===== src/design/link_reconnect_supervisor_top_defines.svh =====
// Assertion macros for the link reconnect supervisor.
`ifndef LINK_RECONNECT_SUPERVISOR_TOP_DEFINES_SVH
`define LINK_RECONNECT_SUPERVISOR_TOP_DEFINES_SVH

`ifndef SYNTHESIS
// Property that holds at every clock edge outside reset.
`define LRS_ASSERT(label, clk, rst, prop) \
   label: assert property (@(posedge clk) disable iff (rst) (prop)) \
      else $error("assertion failed: %m");
// Property whose consequent holds in the cycle after its antecedent.
`define LRS_ASSERT_NEXT(label, clk, rst, ante, cons) \
   label: assert property (@(posedge clk) disable iff (rst) (ante) |=> (cons)) \
      else $error("assertion failed: %m");
`else
`define LRS_ASSERT(label, clk, rst, prop)
`define LRS_ASSERT_NEXT(label, clk, rst, ante, cons)
`endif

`endif


===== src/design/lrs_pkg.sv =====
package lrs_pkg;

   localparam int OPCODE_W   = 3;
   localparam int MODE_W     = 3;
   localparam int ATTEMPTS_W = 9;
   localparam int MAX_ATT_W  = 8;
   localparam int DELAY_W    = 20;
   localparam int ELAPSED_W  = 21;
   localparam int CSR_ADDR_W = 2;
   localparam int REQ_DATA_W = 8;
   localparam int RSP_DATA_W = 24;

   localparam logic [ATTEMPTS_W-1:0] ATTEMPTS_SAT = ATTEMPTS_W'(256);
   localparam logic [ELAPSED_W-1:0]  ELAPSED_SAT  = {ELAPSED_W{1'b1}};

   localparam logic [MAX_ATT_W-1:0] MAX_ATTEMPTS_RST    = MAX_ATT_W'(5);
   localparam logic [DELAY_W-1:0]   INITIAL_DELAY_RST   = DELAY_W'(1000);
   localparam logic [DELAY_W-1:0]   MAX_DELAY_RST       = DELAY_W'(32000);
   localparam logic [DELAY_W-1:0]   CONNECT_TIMEOUT_RST = DELAY_W'(10000);

   typedef enum logic [MODE_W-1:0] {
      MODE_IDLE         = 3'd0,
      MODE_CONNECTING   = 3'd1,
      MODE_CONNECTED    = 3'd2,
      MODE_RECONNECTING = 3'd3,
      MODE_FALLBACK     = 3'd4,
      MODE_DISCONNECTED = 3'd5
   } mode_type;

   typedef enum logic [OPCODE_W-1:0] {
      OP_TICK        = 3'd0,
      OP_CONNECT     = 3'd1,
      OP_DISCONNECT  = 3'd2,
      OP_RECONNECT   = 3'd3,
      OP_GOT_ADDRESS = 3'd4,
      OP_LINK_LOST   = 3'd5
   } op_type;

   typedef enum logic [CSR_ADDR_W-1:0] {
      CSR_MAX_ATTEMPTS    = 2'd0,
      CSR_INITIAL_DELAY   = 2'd1,
      CSR_MAX_DELAY       = 2'd2,
      CSR_CONNECT_TIMEOUT = 2'd3
   } csr_index_type;

   typedef struct packed {
      logic [MAX_ATT_W-1:0] max_attempts;
      logic [DELAY_W-1:0]   initial_delay;
      logic [DELAY_W-1:0]   max_delay;
      logic [DELAY_W-1:0]   connect_timeout;
   } cfg_type;

   typedef struct packed {
      logic [OPCODE_W-1:0] opcode;
      logic                link_up;
      logic                candidate_found;
   } item_type;

   typedef struct packed {
      logic                  fallback_event;
      logic                  retry_event;
      logic                  lost_event;
      logic                  connected_event;
      logic                  start_connect;
      logic [ATTEMPTS_W-1:0] attempt_count;
      logic [MODE_W-1:0]     mode;
   } result_type;

endpackage


===== src/design/lrs_csr.sv =====
module lrs_csr
   import lrs_pkg::*;
(
   input  logic                  clock,
   input  logic                  reset,
   input  logic                  csr_we,
   input  logic [CSR_ADDR_W-1:0] csr_addr,
   input  logic [DELAY_W-1:0]    csr_wdata,
   output cfg_type               cfg
);

   cfg_type cfg_ff;
   cfg_type cfg_in;

   always_comb begin
      cfg_in = cfg_ff;
      if (csr_we) begin
         case (csr_addr)
            CSR_MAX_ATTEMPTS:    cfg_in.max_attempts    = csr_wdata[MAX_ATT_W-1:0];
            CSR_INITIAL_DELAY:   cfg_in.initial_delay   = csr_wdata;
            CSR_MAX_DELAY:       cfg_in.max_delay       = csr_wdata;
            CSR_CONNECT_TIMEOUT: cfg_in.connect_timeout = csr_wdata;
            default:             cfg_in = cfg_ff;
         endcase
      end
   end

   always_ff @(posedge clock) begin
      if (reset) begin
         cfg_ff.max_attempts    <= MAX_ATTEMPTS_RST;
         cfg_ff.initial_delay   <= INITIAL_DELAY_RST;
         cfg_ff.max_delay       <= MAX_DELAY_RST;
         cfg_ff.connect_timeout <= CONNECT_TIMEOUT_RST;
      end else begin
         cfg_ff <= cfg_in;
      end
   end

   assign cfg = cfg_ff;

endmodule


===== src/design/lrs_in_stage.sv =====
module lrs_in_stage
   import lrs_pkg::*;
(
   input  logic     clock,
   input  logic     reset,
   input  logic     in_valid,
   output logic     in_ready,
   input  item_type in_item,
   input  logic     drain,
   output logic     item_valid,
   output item_type item
);

   logic     valid_ff;
   item_type item_ff;

   // Take a new item when empty or when the held one moves on this cycle.
   assign in_ready = !valid_ff || drain;

   always_ff @(posedge clock) begin
      if (reset) begin
         valid_ff <= 1'b0;
      end else if (in_ready) begin
         valid_ff <= in_valid;
      end
   end

   always_ff @(posedge clock) begin
      if (in_ready && in_valid) begin
         item_ff <= in_item;
      end
   end

   assign item_valid = valid_ff;
   assign item       = item_ff;

endmodule


===== src/design/lrs_engine.sv =====
module lrs_engine
   import lrs_pkg::*;
(
   input  logic                  clock,
   input  logic                  reset,
   input  cfg_type               cfg,
   input  logic                  fire,
   input  item_type              item,
   output result_type            result,
   output logic [ATTEMPTS_W-1:0] attempts
);

   mode_type               mode_ff, mode_in;
   logic [ATTEMPTS_W-1:0]  attempts_ff, attempts_in;
   logic [DELAY_W-1:0]     delay_ff, delay_in;
   logic [ELAPSED_W-1:0]   conn_el_ff, conn_el_in;
   logic [ELAPSED_W-1:0]   back_el_ff, back_el_in;

   logic [ELAPSED_W-1:0]   conn_el_inc;
   logic [ELAPSED_W-1:0]   back_el_inc;
   logic [ATTEMPTS_W-1:0]  attempts_inc;
   logic [DELAY_W:0]       delay_dbl;
   logic [DELAY_W-1:0]     delay_next;

   assign conn_el_inc  = (conn_el_ff == ELAPSED_SAT) ? ELAPSED_SAT : conn_el_ff + 1'b1;
   assign back_el_inc  = (back_el_ff == ELAPSED_SAT) ? ELAPSED_SAT : back_el_ff + 1'b1;
   assign attempts_inc = (attempts_ff >= ATTEMPTS_SAT) ? ATTEMPTS_SAT
                                                       : attempts_ff + 1'b1;
   assign delay_dbl    = {delay_ff, 1'b0};
   assign delay_next   = (delay_dbl < {1'b0, cfg.max_delay}) ? delay_dbl[DELAY_W-1:0]
                                                             : cfg.max_delay;

   always_comb begin
      mode_in     = mode_ff;
      attempts_in = attempts_ff;
      delay_in    = delay_ff;
      conn_el_in  = conn_el_ff;
      back_el_in  = back_el_ff;
      result      = '0;

      case (item.opcode)
         OP_TICK: begin
            conn_el_in = conn_el_inc;
            back_el_in = back_el_inc;
            case (mode_ff)
               MODE_CONNECTING: begin
                  if (item.link_up) begin
                     mode_in                = MODE_CONNECTED;
                     attempts_in            = '0;
                     delay_in               = cfg.initial_delay;
                     result.connected_event = 1'b1;
                  end else if (conn_el_inc > {1'b0, cfg.connect_timeout}) begin
                     mode_in = MODE_RECONNECTING;
                  end
               end
               MODE_CONNECTED: begin
                  if (!item.link_up) begin
                     mode_in           = MODE_RECONNECTING;
                     result.lost_event = 1'b1;
                  end
               end
               MODE_RECONNECTING: begin
                  if (back_el_inc >= {1'b0, delay_ff}) begin
                     attempts_in = attempts_inc;
                     if (attempts_inc > {1'b0, cfg.max_attempts}) begin
                        mode_in               = MODE_FALLBACK;
                        result.fallback_event = 1'b1;
                     end else begin
                        result.retry_event = 1'b1;
                        if (item.candidate_found) begin
                           mode_in              = MODE_CONNECTING;
                           conn_el_in           = '0;
                           result.start_connect = 1'b1;
                        end
                        back_el_in = '0;
                        delay_in   = delay_next;
                     end
                  end
               end
               default: begin
               end
            endcase
         end
         OP_CONNECT: begin
            mode_in              = MODE_CONNECTING;
            conn_el_in           = '0;
            result.start_connect = 1'b1;
         end
         OP_DISCONNECT: begin
            mode_in = MODE_DISCONNECTED;
         end
         OP_RECONNECT: begin
            attempts_in = '0;
            back_el_in  = '0;
            mode_in     = MODE_RECONNECTING;
         end
         OP_GOT_ADDRESS: begin
            mode_in                = MODE_CONNECTED;
            result.connected_event = 1'b1;
         end
         OP_LINK_LOST: begin
            if (mode_ff == MODE_CONNECTED) begin
               mode_in           = MODE_RECONNECTING;
               result.lost_event = 1'b1;
            end
         end
         default: begin
         end
      endcase

      result.mode          = mode_in;
      result.attempt_count = attempts_in;
   end

   always_ff @(posedge clock) begin
      if (reset) begin
         mode_ff     <= MODE_IDLE;
         attempts_ff <= '0;
         delay_ff    <= INITIAL_DELAY_RST;
         conn_el_ff  <= '0;
         back_el_ff  <= '0;
      end else if (fire) begin
         mode_ff     <= mode_in;
         attempts_ff <= attempts_in;
         delay_ff    <= delay_in;
         conn_el_ff  <= conn_el_in;
         back_el_ff  <= back_el_in;
      end
   end

   assign attempts = attempts_ff;

endmodule


===== src/design/lrs_out_stage.sv =====
module lrs_out_stage
   import lrs_pkg::*;
(
   input  logic       clock,
   input  logic       reset,
   input  logic       load,
   input  result_type result,
   output logic       out_ready,
   output logic       out_valid,
   input  logic       out_taken,
   output result_type out_result
);

   logic       valid_ff;
   result_type result_ff;

   // Free when empty or when the held result transfers this cycle.
   assign out_ready = !valid_ff || out_taken;

   always_ff @(posedge clock) begin
      if (reset) begin
         valid_ff <= 1'b0;
      end else if (out_ready) begin
         valid_ff <= load;
      end
   end

   always_ff @(posedge clock) begin
      if (out_ready && load) begin
         result_ff <= result;
      end
   end

   assign out_valid  = valid_ff;
   assign out_result = result_ff;

endmodule


===== src/design/link_reconnect_supervisor_top.sv =====
// Link reconnect supervisor with exponential backoff. Each request is a
// 1 ms tick, a command or a link event; each produces exactly one response
// holding the new mode, the attempt count and the event pulses. One request
// is taken every clock cycle while the response side is not stalled; a
// request that transfers passes through the input register, then the
// mode/counter update into the response register; the single update stage
// that owns the mode and counter registers sets that rate. After reset the
// registers hold max_attempts 5, initial_delay 1000, max_delay 32000 and
// connect_timeout 10000; write them over the csr port only while no request is in flight.
`include "link_reconnect_supervisor_top_defines.svh"

module link_reconnect_supervisor_top
   import lrs_pkg::*;
(
   input  logic                  clock,
   input  logic                  reset,
   input  logic                  csr_we,
   input  logic [CSR_ADDR_W-1:0] csr_addr,
   input  logic [DELAY_W-1:0]    csr_wdata,
   input  logic                  req_tvalid,
   output logic                  req_tready,
   // [0] link_up, [1] candidate_found, [7:2] zero
   input  logic [REQ_DATA_W-1:0] req_tdata,
   // [2:0] opcode
   input  logic [OPCODE_W-1:0]   req_tuser,
   output logic                  rsp_tvalid,
   input  logic                  rsp_tready,
   // [2:0] mode, [11:3] attempt_count, [12] start_connect,
   // [13] connected_event, [14] lost_event, [15] retry_event,
   // [16] fallback_event, [23:17] zero
   output logic [RSP_DATA_W-1:0] rsp_tdata
);

   cfg_type               cfg;
   item_type              req_item;
   item_type              item;
   logic                  item_valid;
   logic                  out_ready;
   logic                  fire;
   result_type            result;
   result_type            rsp_result;
   logic [ATTEMPTS_W-1:0] attempts;
   logic [3:0]            rsp_events;
   logic                  rsp_start;
   logic                  rsp_fallback;

   assign req_item.opcode          = req_tuser;
   assign req_item.link_up         = req_tdata[0];
   assign req_item.candidate_found = req_tdata[1];

   assign fire = item_valid && out_ready;

   lrs_csr u_csr (
      .clock     (clock),
      .reset     (reset),
      .csr_we    (csr_we),
      .csr_addr  (csr_addr),
      .csr_wdata (csr_wdata),
      .cfg       (cfg)
   );

   lrs_in_stage u_in_stage (
      .clock      (clock),
      .reset      (reset),
      .in_valid   (req_tvalid),
      .in_ready   (req_tready),
      .in_item    (req_item),
      .drain      (out_ready),
      .item_valid (item_valid),
      .item       (item)
   );

   lrs_engine u_engine (
      .clock    (clock),
      .reset    (reset),
      .cfg      (cfg),
      .fire     (fire),
      .item     (item),
      .result   (result),
      .attempts (attempts)
   );

   lrs_out_stage u_out_stage (
      .clock      (clock),
      .reset      (reset),
      .load       (fire),
      .result     (result),
      .out_ready  (out_ready),
      .out_valid  (rsp_tvalid),
      .out_taken  (rsp_tready),
      .out_result (rsp_result)
   );

   assign rsp_tdata = {(RSP_DATA_W - $bits(result_type))'(0), rsp_result};

   assign rsp_events   = {rsp_result.connected_event, rsp_result.lost_event,
                          rsp_result.retry_event, rsp_result.fallback_event};
   assign rsp_start    = rsp_tvalid && rsp_result.start_connect;
   assign rsp_fallback = rsp_tvalid && rsp_result.fallback_event;

   `LRS_ASSERT(a_one_event, clock, reset, !rsp_tvalid || $onehot0(rsp_events))
   `LRS_ASSERT(a_start_mode, clock, reset, !rsp_start || (rsp_result.mode == MODE_CONNECTING))
   `LRS_ASSERT(a_fallback_mode, clock, reset, !rsp_fallback || (rsp_result.mode == MODE_FALLBACK))
   `LRS_ASSERT(a_attempts_cap, clock, reset, attempts <= ATTEMPTS_SAT)
   `LRS_ASSERT_NEXT(a_item_hold, clock, reset, item_valid && !out_ready, item_valid)

endmodule


===== config.mk =====
export PLATFORM = sky130hd
export DESIGN_NAME = link_reconnect_supervisor_top
export DESIGN_NICKNAME = d
export VERILOG_FILES = /design/src/design/lrs_pkg.sv /design/src/design/lrs_csr.sv /design/src/design/lrs_in_stage.sv /design/src/design/lrs_engine.sv /design/src/design/lrs_out_stage.sv /design/src/design/link_reconnect_supervisor_top.sv
export VERILOG_INCLUDE_DIRS = /design/src /design/src/design
export SDC_FILE = /design/constraint.sdc
export NUM_CORES = 1
export LEC_CHECK = 0
export ABC_AREA = 1
export BUFFER_PORTS_ARGS = -buffer_cell sky130_fd_sc_hd__buf_2
export CAP_MARGIN = 25
export CORE_MARGIN = 1.5
export CORE_UTILIZATION = 55
export DETAILED_ROUTE_END_ITERATION = 7
export GPL_ROUTABILITY_DRIVEN = 0
export PLACE_DENSITY_LB_ADDON = 0.05
export SLEW_MARGIN = 5
export SYNTH_ARGS = -nofsm -noshare
export SYNTH_HDL_FRONTEND = slang
export SYNTH_SLANG_ARGS = --single-unit

===== constraint.sdc =====
create_clock -name clock -period 3.9 [get_ports clock]
set_input_delay 0.78 -clock clock [delete_from_list [all_inputs] [get_ports clock]]
set_output_delay 0.78 -clock clock [all_outputs]
set_load 0.05 [all_outputs]

==> metrics.md <==
| Metric | Value |
|---|---|
| Post-synth top cells | `nand2_1, inv_1, a21oi_1` |
| Clock Skew | `0.008215 ns` |
| Post-layout min period | `between 3 and 4 ns` |
| Slowest cell on the critical path | `dfxtp_1` |
| Clock share of power | `0.423` |
| CP dominant cell by count | `nand2_1` |
| Top post-synthesis cells by area | `dfxtp_1, nand2_1, ha_1, a21oi_1, edfxtp_1` |
| Total gr overflow | `0` |
| Max-slew headroom | `0.4054` |
| Die area | `18430 sq um` |
| Layout Utilization | `0.6262` |
| Final Setup Violations | `0` |
| H-tree levels | `4` |
| Largest net degree at the start of global routing | `62` |
| Syn_area_per_cell | `6.953 sq um` |
| PwrDens | `359.8 nW/um^2` |
| Post-Route WL | `24250 um` |
| Vias in the first global route | `7900` |
| Pins Over Slew Limit | `0` |
| Iter 0 DRT Violations | `568` |
| Most numerous cell in the Yosys netlist | `nand2_1` |
| WP data arrival | `between 3 and 4 ns` |
| Clk sink count | `166` |
| Fin. Hold Viols | `0` |
| Max Freq | `between 200 and 300 MHz` |
| Num CTS Buffers | `17` |
| Status | `finished clean` |
| Psw | `1.054 mW` |
| Leak | `4.963 nW` |
| CTS tree | `built` |
| Post-synth EDFFs | `22` |
| HP Class | `reg -> reg` |
| CP max stage delay | `0.39 ns` |
| Synth top area share | `0.2974` |
| Root buf cell | `clkbuf_16` |
| Via Count | `8911` |
| Worst-margin pin slew | `0.8894 ns` |
| Required time worst endpoint | `4.24 ns` |
| Drt pass-1 iters | `5` |
| Post-CTS Resized | `0` |
| Die Y | `between 100 and 150 um` |
| # nets final | `1540` |
| Starting Density | `0.5623` |
| GRT Overall Usage | `0.2694` |
| P_int | `2.830 mW` |
| Width of the die | `135.7 um` |
| Switching share of power | `0.2713` |
| Max cap viols | `0` |
| Syn Inst Count | `1394` |
| Synth area leader | `dfxtp_1` |
| Buf/Inv on CP | `4` |
| Crit-path cells | `ha_1 -> nand3_2 -> nor2_4 -> nand2_4 -> nor4_2 -> nand3_1 -> buf_4 -> o21ai_0 -> ha_1 -> nand2_1 -> inv_1 -> nand3_1 -> nor2_1 -> nand2_1 -> nand2_1 -> a21oi_2 -> nand3_4 -> nand3_1 -> nand2_1 -> inv_1 -> buf_12 -> a21oi_1 -> nor3_1` |
| Wire length per cell | `14.52 um` |
| HPWL after DPL | `17660 um` |
| Crit start category | `flop` |
| DR DRC count | `0` |
| Port Buffer Count | `50` |
| Setup TNS | `0 ns` |
| DR vias/cell | `5.336` |
| Share of flip-flops with an asynchronous set or reset | `0` |
| Crit path max-delay family | `simple AND/OR/NAND/NOR gates` |
| Longest Clk Path Bufs | `2` |
| Fillcell total | `1635` |
| Seq pwr share | `0.470` |
| Register area share after synthesis | `0.3656` |
| Kind of critical path | `reg -> reg` |
| Clk_lat worst skew | `0.43 ns` |
| Synth cell types | `52` |
| Predominant post-synthesis flop cell | `dfxtp_1` |
| CORE AREA | `17240 sq um` |
| FP Rows | `48` |
| Setup crit end kind | `flop` |
| Gate power share | `0.106` |
| I/O pin count | `64` |
| Initial antenna violation count | `1` |
| Hold_buf cts | `0` |
| Syn-to-layout area delta | `11.37%` |
| RSZ-0062 raised after global routing | `yes` |
| Yosys reg bits | `approximately 170` |
| Share of layout cells above drive strength 1 | `0.1032` |
| Clock Pin Slew Worst Setup and Hold Paths | `0.07 ns` |
| First-pass GRT wire length | `39070 um` |
| Final ANT Viol Nets | `0` |
| Synthesized area | `slightly below 10000 sq um` |
| Peak VDD IR | `slightly below 300 uV` |
| Period utilization | `0.9313` |
| Synth warnings | `0` |
| Crit path max fanout | `20` |
| Post-CTS setup buffers | `0` |
==> final cells by class <==
class,count,area [sq um],share of cell area
Multi-Input combinational cell,990,5235,0.4850
Clock inverter,12,90.09,0.008346
Sequential cell,166,3546,0.3285
Clock buffer,20,489.2,0.04532
Inverter,181,686.9,0.06364
Timing Repair Buffer,75,462.9,0.04289
Tap cell,225,281.5,0.02608
Antenna cell,1,2.502,0.0002318
==> power groups by stage <==
| stage | Combinational, mW | Sequential (mW) | Clock [mW] |
|---|---|---|---|
| 2_1_floorplan | 0.269 | 1.89 | 0 |
| 3_3_place_gp | 0.401 | 1.86 | 0 |
| 3_5_place_dp | 0.409 | 1.86 | 0 |
| 4_1_cts | 0.412 | 1.83 | 1.67 |
| 5_1_grt | 0.463 | 1.83 | 1.73 |
| 6_report | 0.413 | 1.83 | 1.64 |
==> layer usage <==
layer  track usage  vias up  wire length [um]
met5             0        -                 0
met4        0.1087        0               844
met3       0.04938       38              1257
met2        0.4309      228             11090
met1        0.3585     4022             11060
li1              -     4623                 -
==> registers in the layout, indices dropped and copies added (netlist names) <==
register                cells
u_csr.cfg                  68
u_engine.attempts           9
u_engine.back_el_ff        21
u_engine.conn_el_ff        21
u_engine.delay_ff          20
u_engine.mode_ff            3
u_in_stage.item             5
u_in_stage.item_valid       1
u_out_stage.out_result     17
u_out_stage.out_valid       1
==> kinds of logic (layout without fill, tap and decap cells) <==
family                     after synthesis  after routing  synth area share
AOI/OAI and AO/OA                      296            296            0.1612
xor gates and xnor gates                16             16           0.01446
adders and majority gates               71             71           0.09166
buffers and inverters                  244            288           0.09979
DFF                                    166            166            0.3656
other                                    1              8         0.0003869
and+or+nand+nor                        600            600            0.2668
==> path summary, 6_finish.rpt <==
check                                       startpoint                      end  slack, ns  cells past startpoint
worst max-delay path            u_engine.back_el_ff[1]  u_engine.back_el_ff[20]       0.27                     23
worst min-delay path                     u_csr.cfg[59]            u_csr.cfg[59]       0.46                      2
worst max register to register  u_engine.back_el_ff[1]  u_engine.back_el_ff[20]       0.27                     23
worst min register to register           u_csr.cfg[59]            u_csr.cfg[59]       0.46                      2
==> stage by stage <==
stage | worst slack, ns | cell area [sq um] | total power [mW] | hold slack (ns) | instances
2_1_floorplan | 0.7514 | 9714 | 2.160 | 0.4245 | 1400
3_3_place_gp | 0.2419 | 10170 | 2.265 | 0.4428 | 1637
3_5_place_dp | 0.2090 | 10170 | 2.274 | 0.4462 | 1637
4_1_cts | 0.1628 | 10750 | 3.907 | 0.4580 | 1669
5_1_grt | -0.03293 | 10790 | 4.027 | 0.4804 | 1669
6_report | 0.2679 | 10790 | 3.883 | 0.4643 | 1670
==> cells in the final DEF, fill, tap and decap left out, types with 4 or more instances in the layout <==
cell and instances:
nor2_2 6, o211ai_1 15, nand3_2 4, nand4_1 19, nor2_1 111, ha_1 71, nand3b_1 4, nand2_1 338
a21oi_1 150, clkbuf_16 19, nand2_2 4, dfxtp_1 142, o21ai_1 10, xnor2_1 10, buf_4 23, inv_2 6
nor3_1 21, buf_2 50, nand3_1 69, or2_2 5, o21ai_0 106, edfxtp_1 22, xor2_1 6, conb_1 7
inv_1 173
==> worst register-to-register path, cell delays in order, from the launching register on <==
cell	delay, ns
dfxtp_1	0.39
ha_1	0.22
nand3_2	0.13
nor2_4	0.15
nand2_4	0.09
nor4_2	0.25
nand3_1	0.15
buf_4	0.19
o21ai_0	0.14
ha_1	0.30
nand2_1	0.06
inv_1	0.04
nand3_1	0.15
nor2_1	0.08
nand2_1	0.06
nand2_1	0.05
a21oi_2	0.16
nand3_4	0.16
nand3_1	0.15
nand2_1	0.10
inv_1	0.11
buf_12	0.16
a21oi_1	0.06
nor3_1	0.19
Note: power is estimated with default switching activity, not from simulation.
